--- src/pfi_pkg.sv ---
// ----------------------------------------------------------------------------
// pfi_pkg
// Shared types and constants for the packet-to-flit injector.
// ----------------------------------------------------------------------------
package pfi_pkg;

  localparam int unsigned QUEUE_DEPTH  = 8;
  localparam int unsigned QIDX_W       = $clog2(QUEUE_DEPTH);
  localparam int unsigned CNT_W        = $clog2(QUEUE_DEPTH + 1);
  localparam int unsigned MAX_FLITS    = 32;
  localparam int unsigned NODE_ID_BITS = 8;
  localparam int unsigned TIME_BITS    = 32;
  localparam int unsigned LEN_W        = 6;
  localparam int unsigned SEQ_W        = 5;
  localparam int unsigned KIND_W       = 2;

  // bus widths
  localparam int unsigned S_DATA_W = 56;
  localparam int unsigned S_USER_W = 1;
  localparam int unsigned M_DATA_W = 56;
  localparam int unsigned M_USER_W = 3;

  // flit kinds
  localparam logic [KIND_W-1:0] KIND_HEAD = 2'd0;
  localparam logic [KIND_W-1:0] KIND_BODY = 2'd1;
  localparam logic [KIND_W-1:0] KIND_TAIL = 2'd2;

  typedef struct packed {
    logic [NODE_ID_BITS-1:0] src;
    logic [NODE_ID_BITS-1:0] dst;
    logic [TIME_BITS-1:0]    stamp;
    logic [LEN_W-1:0]        len;
    logic                    low_volt;
  } pfi_entry_t;

  // controller -> datapath
  typedef struct packed {
    logic step;  // take the offered item and load the result register
  } pfi_cmd_t;

endpackage

--- src/pfi_ctrl.sv ---
// ----------------------------------------------------------------------------
// pfi_ctrl
// Handshake controller: idle / result-held state machine.
// ----------------------------------------------------------------------------
module pfi_ctrl (
  input  logic              clk_i,
  input  logic              rst_ni,
  input  logic              s_axis_tvalid,
  output logic              s_axis_tready,
  output logic              m_axis_tvalid,
  input  logic              m_axis_tready,
  output pfi_pkg::pfi_cmd_t cmd_o
);
  import pfi_pkg::*;

  localparam logic ST_IDLE = 1'b0;
  localparam logic ST_HOLD = 1'b1;

  logic state_q, state_d;

  // result register frees up in the same cycle it is taken
  assign s_axis_tready = (state_q == ST_IDLE) || m_axis_tready;
  assign m_axis_tvalid = (state_q == ST_HOLD);
  assign cmd_o.step    = s_axis_tvalid && s_axis_tready;

  always_comb begin
    state_d = state_q;
    case (state_q)
      ST_IDLE: begin
        if (cmd_o.step) state_d = ST_HOLD;
      end
      ST_HOLD: begin
        if (cmd_o.step)         state_d = ST_HOLD;
        else if (m_axis_tready) state_d = ST_IDLE;
      end
      default: state_d = ST_IDLE;
    endcase
  end

  always_ff @(posedge clk_i or negedge rst_ni) begin
    if (!rst_ni) begin
      state_q <= ST_IDLE;
    end else begin
      state_q <= state_d;
    end
  end

  // an accepted item always leaves a result behind
  a_step_gives_result: assert property (@(posedge clk_i) disable iff (!rst_ni)
    cmd_o.step |=> m_axis_tvalid)
    else $error("accepted item produced no result");

  // a stalled result blocks the input side
  a_no_overwrite: assert property (@(posedge clk_i) disable iff (!rst_ni)
    (m_axis_tvalid && !m_axis_tready) |-> !cmd_o.step)
    else $error("result overwritten while stalled");

  // a taken result with nothing new behind it empties the output
  a_drain: assert property (@(posedge clk_i) disable iff (!rst_ni)
    (m_axis_tvalid && m_axis_tready && !cmd_o.step) |=> !m_axis_tvalid)
    else $error("result repeated");

endmodule

--- src/pfi_datapath.sv ---
// ----------------------------------------------------------------------------
// pfi_datapath
// Packet queue, flit sequencing, request level and result register.
// ----------------------------------------------------------------------------
module pfi_datapath (
  input  logic                          clk_i,
  input  logic                          rst_ni,
  input  pfi_pkg::pfi_cmd_t             cmd_i,
  input  logic [pfi_pkg::S_DATA_W-1:0]  s_data_i,
  input  logic [pfi_pkg::S_USER_W-1:0]  s_user_i,
  output logic [pfi_pkg::M_DATA_W-1:0]  m_data_o,
  output logic [pfi_pkg::M_USER_W-1:0]  m_user_o
);
  import pfi_pkg::*;

  pfi_entry_t              store_q [QUEUE_DEPTH];
  logic [QIDX_W-1:0]       head_q, head_d;
  logic [CNT_W-1:0]        count_q, count_d;
  logic [LEN_W-1:0]        rem_q, rem_d;
  logic                    level_q, level_d;

  // unpacked input
  logic                    pkt_valid, ack_level;
  logic [LEN_W-1:0]        len_raw, len_sat;
  pfi_entry_t              new_entry;

  logic                    full, do_push, do_send, pop;
  logic [CNT_W:0]          slot_sum;
  logic [QIDX_W-1:0]       tail_idx;
  logic [CNT_W-1:0]        count_mid;
  pfi_entry_t              front;
  logic [LEN_W-1:0]        rem_eff, rem_next, seq_full;
  logic [KIND_W-1:0]       kind;

  assign pkt_valid          = s_user_i[0];
  assign new_entry.src      = s_data_i[7:0];
  assign new_entry.dst      = s_data_i[15:8];
  assign new_entry.stamp    = s_data_i[47:16];
  assign len_raw            = s_data_i[53:48];
  assign new_entry.low_volt = s_data_i[54];
  assign ack_level          = s_data_i[55];

  // zero length means one flit; overlong saturates
  always_comb begin
    if (len_raw == '0)                     len_sat = LEN_W'(1);
    else if (len_raw > LEN_W'(MAX_FLITS))  len_sat = LEN_W'(MAX_FLITS);
    else                                   len_sat = len_raw;
  end
  assign new_entry.len = len_sat;

  assign full     = (count_q == CNT_W'(QUEUE_DEPTH));
  assign do_push  = pkt_valid && !full;
  assign slot_sum = (CNT_W+1)'(head_q) + (CNT_W+1)'(count_q);
  assign tail_idx = (slot_sum >= (CNT_W+1)'(QUEUE_DEPTH))
                  ? QIDX_W'(slot_sum - (CNT_W+1)'(QUEUE_DEPTH))
                  : QIDX_W'(slot_sum);
  assign count_mid = count_q + CNT_W'(do_push);

  // empty queue plus push: the new packet is the front this cycle
  assign front   = (count_q == '0) ? new_entry : store_q[head_q];
  assign do_send = (ack_level == level_q) && (count_mid != '0);

  assign rem_eff  = (rem_q == '0 || rem_q > front.len) ? front.len : rem_q;
  assign rem_next = rem_eff - LEN_W'(1);
  assign seq_full = front.len - rem_eff;
  assign pop      = do_send && (rem_next == '0);

  always_comb begin
    if (rem_eff == front.len)      kind = KIND_HEAD;
    else if (rem_eff == LEN_W'(1)) kind = KIND_TAIL;
    else                           kind = KIND_BODY;
  end

  always_comb begin
    head_d  = head_q;
    count_d = count_q;
    rem_d   = rem_q;
    level_d = level_q;
    if (cmd_i.step) begin
      count_d = count_mid - CNT_W'(pop);
      if (do_send) begin
        rem_d   = rem_next;
        level_d = ~level_q;
      end
      if (pop) begin
        head_d = (head_q == QIDX_W'(QUEUE_DEPTH - 1)) ? '0 : head_q + QIDX_W'(1);
      end
    end
  end

  always_ff @(posedge clk_i or negedge rst_ni) begin
    if (!rst_ni) begin
      head_q  <= '0;
      count_q <= '0;
      rem_q   <= '0;
      level_q <= 1'b0;
    end else begin
      head_q  <= head_d;
      count_q <= count_d;
      rem_q   <= rem_d;
      level_q <= level_d;
    end
  end

  always_ff @(posedge clk_i) begin
    if (cmd_i.step && do_push) begin
      store_q[tail_idx] <= new_entry;
    end
  end

  // result register
  always_ff @(posedge clk_i) begin
    if (cmd_i.step) begin
      m_data_o[0]     <= level_d;
      m_data_o[8:1]   <= do_send ? front.src   : '0;
      m_data_o[16:9]  <= do_send ? front.dst   : '0;
      m_data_o[48:17] <= do_send ? front.stamp : '0;
      m_data_o[53:49] <= do_send ? seq_full[SEQ_W-1:0] : '0;
      m_data_o[54]    <= do_send && front.low_volt;
      m_data_o[55]    <= pkt_valid && full;
      m_user_o[0]     <= do_send;
      m_user_o[2:1]   <= do_send ? kind : KIND_HEAD;
    end
  end

endmodule

--- src/packet_to_flit_injector_top.sv ---
// ----------------------------------------------------------------------------
// packet_to_flit_injector_top
// Network-interface transmitter: queues packets, sends flits under an
// alternating-bit request/acknowledge scheme.
// ----------------------------------------------------------------------------
//
// Channel  Dir  Handshake              Carries
// s_axis   in   tvalid/tready          one tick: new packet (optional) + ack level
// m_axis   out  tvalid/tready          one result per tick: flit, req level, drop
//
// Each transfer in yields exactly one transfer out, offered in the next cycle.
// One item per cycle sustained while m_axis_tready is high; the queue state
// and request level update in the accepting cycle, and the result register
// decouples the two sides.
// Reset (rst_ni low, async) empties the queue, clears the flit counter and
// drops the request level to 0. Queue contents are not cleared.
// A stalled result holds; s_axis_tready then falls until it is taken.
// ----------------------------------------------------------------------------
module packet_to_flit_injector_top (
  input  logic                          clk_i,
  input  logic                          rst_ni,
  // tdata: pkt_source[7:0], pkt_dest[15:8], pkt_time[47:16],
  //        pkt_length[53:48], pkt_low_volt[54], ack_level[55]
  input  logic [pfi_pkg::S_DATA_W-1:0]  s_axis_tdata,
  // tuser: packet_valid[0]
  input  logic [pfi_pkg::S_USER_W-1:0]  s_axis_tuser,
  input  logic                          s_axis_tvalid,
  output logic                          s_axis_tready,
  // tdata: req_level[0], flit_source[8:1], flit_dest[16:9], flit_time[48:17],
  //        flit_seq[53:49], flit_low_volt[54], packet_dropped[55]
  output logic [pfi_pkg::M_DATA_W-1:0]  m_axis_tdata,
  // tuser: flit_valid[0], flit_kind[2:1]
  output logic [pfi_pkg::M_USER_W-1:0]  m_axis_tuser,
  output logic                          m_axis_tvalid,
  input  logic                          m_axis_tready
);
  import pfi_pkg::*;

  pfi_cmd_t cmd;

  // handshake sequencing
  pfi_ctrl u_ctrl (
    .clk_i         (clk_i),
    .rst_ni        (rst_ni),
    .s_axis_tvalid (s_axis_tvalid),
    .s_axis_tready (s_axis_tready),
    .m_axis_tvalid (m_axis_tvalid),
    .m_axis_tready (m_axis_tready),
    .cmd_o         (cmd)
  );

  // queue, flit sequencing and result register
  pfi_datapath u_datapath (
    .clk_i    (clk_i),
    .rst_ni   (rst_ni),
    .cmd_i    (cmd),
    .s_data_i (s_axis_tdata),
    .s_user_i (s_axis_tuser),
    .m_data_o (m_axis_tdata),
    .m_user_o (m_axis_tuser)
  );

endmodule
--- config.mk ---
export PLATFORM = sky130hd
export DESIGN_NAME = packet_to_flit_injector_top
export DESIGN_NICKNAME = d
export VERILOG_FILES = /design/src/pfi_pkg.sv /design/src/pfi_ctrl.sv /design/src/pfi_datapath.sv /design/src/packet_to_flit_injector_top.sv
export SDC_FILE = /design/constraint.sdc
export NUM_CORES = 1
export LEC_CHECK = 0
export ABC_AREA = 1
export BUFFER_PORTS_ARGS = -buffer_cell sky130_fd_sc_hd__buf_4
export CAP_MARGIN = 0
export CORE_MARGIN = 8
export CORE_UTILIZATION = 60
export DETAILED_ROUTE_END_ITERATION = 10
export PLACE_DENSITY = 0.79
export SLEW_MARGIN = 20
export SYNTH_ARGS = -nofsm -noshare
export SYNTH_HDL_FRONTEND = slang
export SYNTH_HIERARCHICAL = 1
export SYNTH_SLANG_ARGS = --single-unit
--- constraint.sdc ---
create_clock -name clk_i -period 11.3 [get_ports clk_i]
set_clock_uncertainty 0.15 [all_clocks]
set_input_delay 1.13 -clock clk_i [delete_from_list [all_inputs] [get_ports clk_i]]
set_output_delay 1.13 -clock clk_i [all_outputs]
set_load 0.005 [all_outputs]
Word level (Yosys, flattened, before mapping) --
Memory sizes are Yosys's and may differ from the RTL's. Cells that the tools add are included. W data, S select, Z words.
Storage, ports and cells: bits in latches 0, output and inout bits 61, memory bits (writable) 440, register bits 74, memories 1, bits of input ports 61, word-level logic and storage cells 61, bits in read-only memories 0
Cells by class: bitwise logic cells 3, div/mod/pow operators 0, shifts and indexed selects 0, $lt $le $gt $ge 3, add/subtract/negate cells 7, reductions and logical operators 18, muxes and demuxes 15, eq/ne operators 5, multipliers 0
Memory list:
- u_datapath.store_q | depth 8, bits a word 55, rd ports 1, clocked after memory_dff 0, wr ports 1, line pfi_datapath.sv:16 | pfi_entry_t store_q [QUEUE_DEPTH];
Operators with widths (count):
- $mux W55 | 1
- $logic_not A6 Y1 | 3
- $mux W6 | 3
- $logic_and A1 B1 Y1 | 7
- $mux W1 | 7
- $eq A6 B1 Y1 const B | 1
- $eq A6 B6 Y1 | 1
- $gt A6 B6 Y1 | 1
- $gt A6 B6 Y1 const B | 1
- $mux W3 | 2
- $sub A6 B1 Y6 const B | 1
- $add A3 B4 Y5 | 1
- $ge A5 B4 Y1 const B | 1
- $sub A5 B5 Y5 | 1
- $add A4 B1 Y4 | 1
- $eq A4 B4 Y1 const B | 1
- $logic_not A4 Y1 | 1
- $reduce_and A2 Y1 | 2
- $reduce_bool A4 Y1 | 1
- $sub A4 B1 Y4 | 1
- $add A3 B1 Y3 const B | 1
- $eq A3 B3 Y1 const B | 1
- $not A1 Y1 | 3
- $sub A3 B1 Y3 const B | 1
- other kinds (6) | 7

Logic depth before layout (Yosys ltp) --
Gate-level depths: netlist (run 1).
depth after elaboration 11, depth in mapped cells 32, mapped depth without buffers 29

Hierarchy --
The synthesis (run 1) kept the hierarchy.
By module, submodules not included:
- pfi_datapath | instances 1, cells each 1621, sequential area each 15334.7 µm², area each 20771.2 µm²
- pfi_ctrl | instances 1, cells each 6, sequential area each 25.0 µm², area each 45.0 µm²

Worst setup path after synthesis (run 1) --
No wires, ideal clock.
kind input-to-reg, start input s_axis_tvalid, end memory u_datapath/store_q[4][0] in the netlist's numbering, enable pin, setup time 0.468 ns, path buffers 0, arrival 8.175 ns, cell stages on the path 6, required time 10.682 ns, setup slack 2.506 ns, cells stage by stage inv_1 a21oi_1 clkinv_1 nor2_1 nand2_1 nor2_1
On the way: word-level cells in the longest chain between the ends 4
RTL lines:
- from (decl) | line packet_to_flit_injector_top.sv:27 | input logic s_axis_tvalid,
- $logic_and A1 B1 Y1 | line pfi_ctrl.sv:24 | assign cmd_o.step = s_axis_tvalid && s_axis_tready;
- via cmd | line packet_to_flit_injector_top.sv:39 | pfi_cmd_t cmd;
- $logic_and A1 B1 Y1 | line pfi_datapath.sv:106 | if (cmd_i.step && do_push) begin
- $mux W1 | line pfi_datapath.sv:106
- $mux W1 (not written as such) | line pfi_datapath.sv:107 | store_q[tail_idx] <= new_entry;
- to (decl) | line pfi_datapath.sv:16
The timed path passes the listed nets, and every way through them passes these cells.

Worst setup path after layout (run 1) --
start register u_datapath.head_q[1], end register u_datapath.count_q[2]
On the way: word-level cells in the longest chain between the ends 9
RTL lines:
- from (decl) | line pfi_datapath.sv:17 | logic [QIDX_W-1:0] head_q, head_d;
- from (signal assigned) | line pfi_datapath.sv:93 | head_q <= '0;
- from (signal assigned) | line pfi_datapath.sv:98 | head_q <= head_d;
- $mem_v2 Z8 W55 (*)
- $mux W55 (*) | line pfi_datapath.sv:60 | assign front = (count_q == '0) ? new_entry : store_q[head_q];
- $gt A6 B6 Y1 | line pfi_datapath.sv:63 | assign rem_eff = (rem_q == '0 || rem_q > front.len) ? front.len : rem_q;
- $logic_or A1 B1 Y1 | line pfi_datapath.sv:63
- $mux W6 (*) | line pfi_datapath.sv:63
- $sub A6 B1 Y6 (*) | line pfi_datapath.sv:64 | assign rem_next = rem_eff - LEN_W'(1);
- $logic_not A6 Y1 (*) | line pfi_datapath.sv:66 | assign pop = do_send && (rem_next == '0);
- $logic_and A1 B1 Y1 (*) | line pfi_datapath.sv:66
- $sub A4 B1 Y4 (*) | line pfi_datapath.sv:80 | count_d = count_mid - CNT_W'(pop);
- to (signal assigned) | line pfi_datapath.sv:99 | count_q <= count_d;
- to (decl) | line pfi_datapath.sv:18 | logic [CNT_W-1:0] count_q, count_d;
Every way passes the cells marked *; elsewhere a longest branch is shown, timed or not. A chain may end at the register's enable or synchronous reset.

==> results of run 1 <==
placed cells by master, fill, tap and decap left out, types with 3 or more instances in the layout:
cell       count
edfxtp_1     499
o21ai_0      275
nor2_1       239
nand2_1      172
buf_4        139
o22ai_1      102
clkbuf_16     51
a31oi_1       49
inv_1         43
clkbuf_1      21
nand3_1       20
ha_1          18
dfrtp_1       12
nand2_2       12
a21oi_1       11
nor2_4        10
clkinv_1       8
o21ai_1        7
nand3_2        6
nand4_1        6
nand2_4        5
clkinv_2       4
inv_2          4
o221ai_1       4
xor2_1         4
xnor2_1        4
inv_6          3
clkbuf_8       3
synthesized netlist by cell type, drive strengths merged, types with 2 or more instances:
master  number  area [um^2]
fa           2         40.0
o221ai       4         35.0
a21oi       12         60.1
a221oi       2         17.5
clkinv       2         7.51
o22ai      102          638
o21ai      282         1410
edfxtp     499        15000
nand4        7         58.8
nand2      190          797
dfrtp       15          375
nor2       249          950
xor2         4         35.0
inv         48          185
nor3         2         10.0
xnor2        4         35.0
a31oi       49          307
buf         20          111
ha          18          225
nand3       27          178
clkbuf      83          312
registers in the layout, indices dropped and copies added (netlist names):
| name | cells |
|---|---|
| u_datapath/store_q | 440 |
| u_datapath/m_data_o | 56 |
| u_datapath/rem_q | 6 |
| u_datapath/count_q | 4 |
| u_datapath/head_q | 3 |
| u_datapath/m_user_o | 3 |
| u_ctrl/m_axis_tvalid | 1 |
| u_datapath/level_q | 1 |
worst max-delay path: cells and delay by family, from the launching register on:
| family | cells | cell delay, ns |
|---|---|---|
| DFF | 1 | 0.75 |
| adders and majority gates | 4 | 0.91 |
| xor gates and xnor gates | 1 | 0.12 |
| buffers and inverters | 4 | 1.62 |
| and+or+nand+nor | 15 | 1.84 |
| AOI/OAI and AO/OA | 4 | 0.80 |
through the flow:
step / instance area (um^2) / util [%] / power (mW) / hold slack, ns / std cells
2_1_floorplan: 20800 / - / 4.14 / 0.331 / 1627
3_3_place_gp: 22100 / 64.2 / 4.74 / 0.383 / 2118
3_5_place_dp: 22100 / 64.2 / 4.84 / 0.410 / 2118
4_1_cts: 23600 / 68.6 / 6.39 / 0.255 / 2208
5_1_grt: 23600 / 68.6 / 6.76 / 0.271 / 2208
6_report: 23600 / 68.6 / 6.40 / 0.267 / 2208
per-layer routing:
metal,wire (um),vias to the layer above,global-route usage [%]
met1,19000,6667,30.3
met2,23400,735,37.2
li1,-,6153,-
met4,1300,2,9.25
met5,9,-,0
met3,4400,117,4.37
final cells by class:
cell class,count,area [um^2]
inverter,50,193
timing repair buffer,139,1040
fill,2327,10800
multi-input combinational,960,4910
sequential,514,15400
clock inverter,15,105
tap,455,569
clock buffer,75,1400
how the worst max path moves through the flow:
stage / startpoint / slack (ns) / end / cells past startpoint
2_1_floorplan: s_axis_tvalid / 2.51 / u_datapath/store_q[4][0]$_DFFE_PP_ / 6
3_3_place_gp: u_datapath/head_q[1]$_DFFE_PN0P_ / 5.39 / u_datapath/count_q[2]$_DFFE_PN0P_ / 28
3_5_place_dp: u_datapath/head_q[1]$_DFFE_PN0P_ / 5.03 / u_datapath/count_q[2]$_DFFE_PN0P_ / 28
4_1_cts: u_datapath/head_q[1]$_DFFE_PN0P_ / 5.03 / u_datapath/count_q[2]$_DFFE_PN0P_ / 28
5_1_grt: u_datapath/head_q[1]$_DFFE_PN0P_ / 4.47 / u_datapath/count_q[1]$_DFFE_PN0P_ / 27
6_report: u_datapath/head_q[1]$_DFFE_PN0P_ / 4.94 / u_datapath/count_q[2]$_DFFE_PN0P_ / 28
power breakdown:
group          switching, mW  total [mW]  internal, mW  leakage, nW
Sequential             0.112        2.50          2.39         4.74
Combinational           1.63        2.36         0.727         2.79
Clock                  0.661        1.53         0.874        0.723
Total                   2.40        6.40          3.99         8.25
kinds of logic after synthesis:
| logic type | synth area share (%) |
|---|---|
| flops | 73.8 |
| simple gates | 9.67 |
| compound gates | 12.0 |
| buf+inv | 2.96 |
| fa+ha+maj | 1.27 |
| xor+xnor | 0.337 |
==> impl_results.md, run 1 <==
- Post-DRT Antenna Nets: 0
- DRC: 0
- # diodes: 0
- Die width: 202 um
- Synth cell types: 40
- # rows: 68
- Peak VDD IR: 0.224 mV
- Part of the Yosys area used for sequential elements: 73.8%
- Full die area: 40,900 um^2
- Fin. max-slew vios: 0
- Startpoint Class: register
- Required @ worst endpoint: 11.59 ns
- CTS sink count: 514
- Worst skew pair latency: 0.56 ns
- Main flop type after synthesis: edfxtp_1
- Worst r2r path cells: 28
- Area Overhead vs Synth: 13.3%
- Die Height: 202 um
- R2r endpoint: u_datapath/count_q[2]$_DFFE_PN0P_
- Slew of the pin with the lowest slew margin: 1.05 ns
- Worst EP arrival: 6.64 ns
- Achievable frequency: 157 MHz
- Worst flop-to-flop path startpoint: u_datapath/head_q[1]$_DFFE_PN0P_
- Vias per cell: 6.19
- Most used cell, CP: ha_1
- Slowest CP cell: dfrtp_2
- Starting Density: 60.6%
- Largest net degree at the start of global routing: 126
- Fin crit share: 56.2%
- Endpoints failing hold: 0
- Max-cap viol count: 0
- Clock tree from TritonCTS: built
- Synthesized flop and latch total: 514
- Clock transition at the registers of the reported paths: 0.06 ns
- Post-Syn Area: 20,800 um^2
- Fin nets: 1,796
- Mapped Cells: 1,627
- Dpl hpwl: 24.3 mm
- H-tree depth: 2
- CP max FO: 66
- Vias in the first global route: 13,600
- Worst Hold Class: in2async
- IO Pins: 122
- Crit end category: register
- Syn Nets: 1,708
- Post-layout min period: 6.36 ns
- Hold-fix buffers, CTS: 0
- RD Place Congestion: 0.890
- Yosys Warn Count: 6
- CP peak stage delay: 0.75 ns
- Pwr/cell area: 271 nW/um^2
- CTS Buffer Depth: 3
- RSZ-0062 raised after global routing: false
- Post-synth EDFFs: 499
- Setup Buffers After CTS: 0
- Layout cell share with drive strength beyond 1: 14.1%
- # port buffers: 121
- Critical path type: reg2reg
- Final setup vio count: 0
- Post-cts resize count: 0
- CTS buffer count: 50
- First-pass GRT wire length: 74.4 mm
- Status: complete, no violations
- Fin Setup TNS: 0 ns
- Vias: 13,700
- Total congestion overflow: 0
- Initial drt markers: 1,510
- Syn_area_per_cell: 12.8 um^2
- CTS Root Cell: clkbuf_16
- DRT Wirelength: 48.1 mm
- GRT Total Usage: 22.9%
- Final setup margin: 4.94 ns
- Relative slew slack: 29.5%
- Core box area: 34,400 um^2
- Routed wire length per instance: 21.8 um
- Initial antenna violation count: 1
- Lkg Pwr: 8.25 nW
- Pre-CTS setup slack: 5.03 ns
- Synth async-reset ratio: 2.92%
- R2r setup slk: 4.94 ns
- Drt first pass iters: 5
Note: power is estimated with default switching activity, not from simulation.
==> inputs of run 2 (changes only) <==
==> constraint.sdc (replaced) <==
create_clock -name clk_i -period 6.5 [get_ports clk_i]
set_clock_uncertainty 0.15 [all_clocks]
set_input_delay 0.65 -clock clk_i [delete_from_list [all_inputs] [get_ports clk_i]]
set_output_delay 0.65 -clock clk_i [all_outputs]
set_load 0.005 [all_outputs]
==> impl_results.md, run 2 (synthesis gave the netlist of run 1 again) <==
- Pwr/cell area: 468 nW/um^2
- Core box area: 34,400 um^2
- Starting Density: 60.6%
- Startpoint Class: register
- Post-layout min period: 5.47 ns
- Post-DRT Antenna Nets: 0
- Fin Setup TNS: 0 ns
- Worst EP arrival: 5.79 ns
- Fin crit share: 84.1%
- Initial antenna violation count: 4
- Post-cts resize count: 0
- CTS sink count: 514
- Area Overhead vs Synth: 13.6%
- Initial drt markers: 1,432
- Die Height: 202 um
- Dpl hpwl: 24.8 mm
- Final setup vio count: 0
- Clock tree from TritonCTS: built
- # port buffers: 121
- CTS Buffer Depth: 3
- Vias in the first global route: 13,400
- Vias: 13,800
- Die width: 202 um
- Total congestion overflow: 0
- Drt first pass iters: 7
- Lkg Pwr: 8.29 nW
- Area after DPL: 22,100 um^2
- Vias per cell: 6.22
- Max reg flops: 440
- Setup Buffers After CTS: 0
- Peak VDD IR: 0.337 mV
- # rows: 68
- Clock transition at the registers of the reported paths: 0.06 ns
- Fin nets: 1,800
- Relative slew slack: 24.6%
- RD Place Congestion: 0.904
- Top Registers: u_datapath/store_q: 440 flops, u_datapath/m_data_o: 56 flops, u_datapath/rem_q: 6 flops
- Layout cell share with drive strength beyond 1: 14.5%
- DRT Wirelength: 48.1 mm
- CP max FO: 124
- IO Pins: 122
- DRC: 0
- Slowest CP cell: buf_4
- CP peak stage delay: 0.89 ns
- Max-cap viol count: 0
- Largest register by flop count: u_datapath/store_q
- H-tree depth: 2
- Buf/Inv on CP: 2
- Achievable frequency: 183 MHz
- Commonest non-fill, non-tap cell in the layout: edfxtp_1
- Commonest cells after routing, fill and taps aside: edfxtp_1 (499), o21ai_0 (275), nor2_1 (239), nand2_1 (172), buf_4 (140)
- Endpoints failing hold: 0
- CTS Root Cell: clkbuf_16
- Full die area: 40,900 um^2
- Design Area, Final: 23,700 um^2
- Worst skew pair latency: 0.56 ns
- RSZ-0062 raised after global routing: false
- Worst Hold Class: in2reg
- Fillers: 2,337
- Crit end category: register
- Slew of the pin with the lowest slew margin: 1.13 ns
- Tot Pwr: 11.1 mW
- Critical path type: reg2reg
- Hold Slack: 0.177 ns
- CTS buffer count: 49
- First-pass GRT wire length: 73.6 mm
- Largest net degree at the start of global routing: 125
- Required @ worst endpoint: 6.82 ns
- Fin. max-slew vios: 0
- Routed wire length per instance: 21.7 um
- Delay-heaviest family, CP: simple AND/OR/NAND/NOR gates
- Status: complete, no violations
- GRT Total Usage: 22.7%
-- run 2: layout make-up --
cell class                 instances  area [um^2]  share of cell area (%)
tap                              455          569                    2.41
antenna                            3         7.51                  0.0317
timing repair buffer             144         1140                    4.80
inverter                          50          193                   0.815
clock buffer                      58         1280                    5.42
clock inverter                    28          188                   0.793
multi-input combinational        960         4910                    20.8
sequential                       514        15400                    65.0
-- run 2: stage by stage --
stage	worst slack (ns)	cells	utilization (%)
floorplan	-0.152	1627	-
global placement	1.22	2119	64.3
detailed placement	0.955	2121	64.4
CTS	0.923	2208	68.7
global route	0.595	2210	68.8
finish	1.03	2212	68.8
-- run 2: worst register-to-register path: cells and delay by family (launching register included) --
kind	cells	cell delay, ns
flops	1	0.70
fa+ha+maj	3	0.66
compound gates	1	0.18
simple gates	19	2.02
buf+inv	2	1.68
-- run 2: timing repair --
item	4_1_cts	5_1_grt
hold endpoints to repair	15	0
setup endpoints to repair	0	0
hold buffers	1	0
-- run 2: metal layers --
layer / vias to the layer above / global-route usage, % / part of all wire [%]
met5: - / 0 / 0.056
met4: 4 / 8.34 / 3.0
met3: 132 / 4.72 / 8.8
met2: 739 / 37.6 / 49
met1: 6714 / 29.5 / 40
li1: 6173 / - / -
-- run 2: where the power goes --
group | internal (mW) | leakage, nW | switching [mW]
clock | 1.48 | 0.726 | 1.15
combinational | 1.29 | 2.83 | 2.79
sequential | 4.15 | 4.74 | 0.217
total | 6.92 | 8.29 | 4.16
-- run 2: path summary, 6_finish.rpt --
path | endpoint | slack [ns] | cells past startpoint | start
setup reg to reg | u_datapath/count_q[1]$_DFFE_PN0P_ | 1.03 | 25 | u_datapath/head_q[0]$_DFFE_PN0P_
max in group asynchronous | u_datapath/head_q[0]$_DFFE_PN0P_ | 5.63 | 2 | rst_ni
setup / recovery | u_datapath/count_q[1]$_DFFE_PN0P_ | 1.03 | 25 | u_datapath/head_q[0]$_DFFE_PN0P_
min in group asynchronous | u_datapath/head_q[2]$_DFFE_PN0P_ | 0.35 | 2 | rst_ni
hold reg to reg | u_datapath/rem_q[1]$_DFFE_PN0P_ | 0.40 | 2 | u_datapath/rem_q[1]$_DFFE_PN0P_
hold / removal | u_datapath/store_q[7][7]$_DFFE_PP_ | 0.18 | 1 | s_axis_tdata[16]
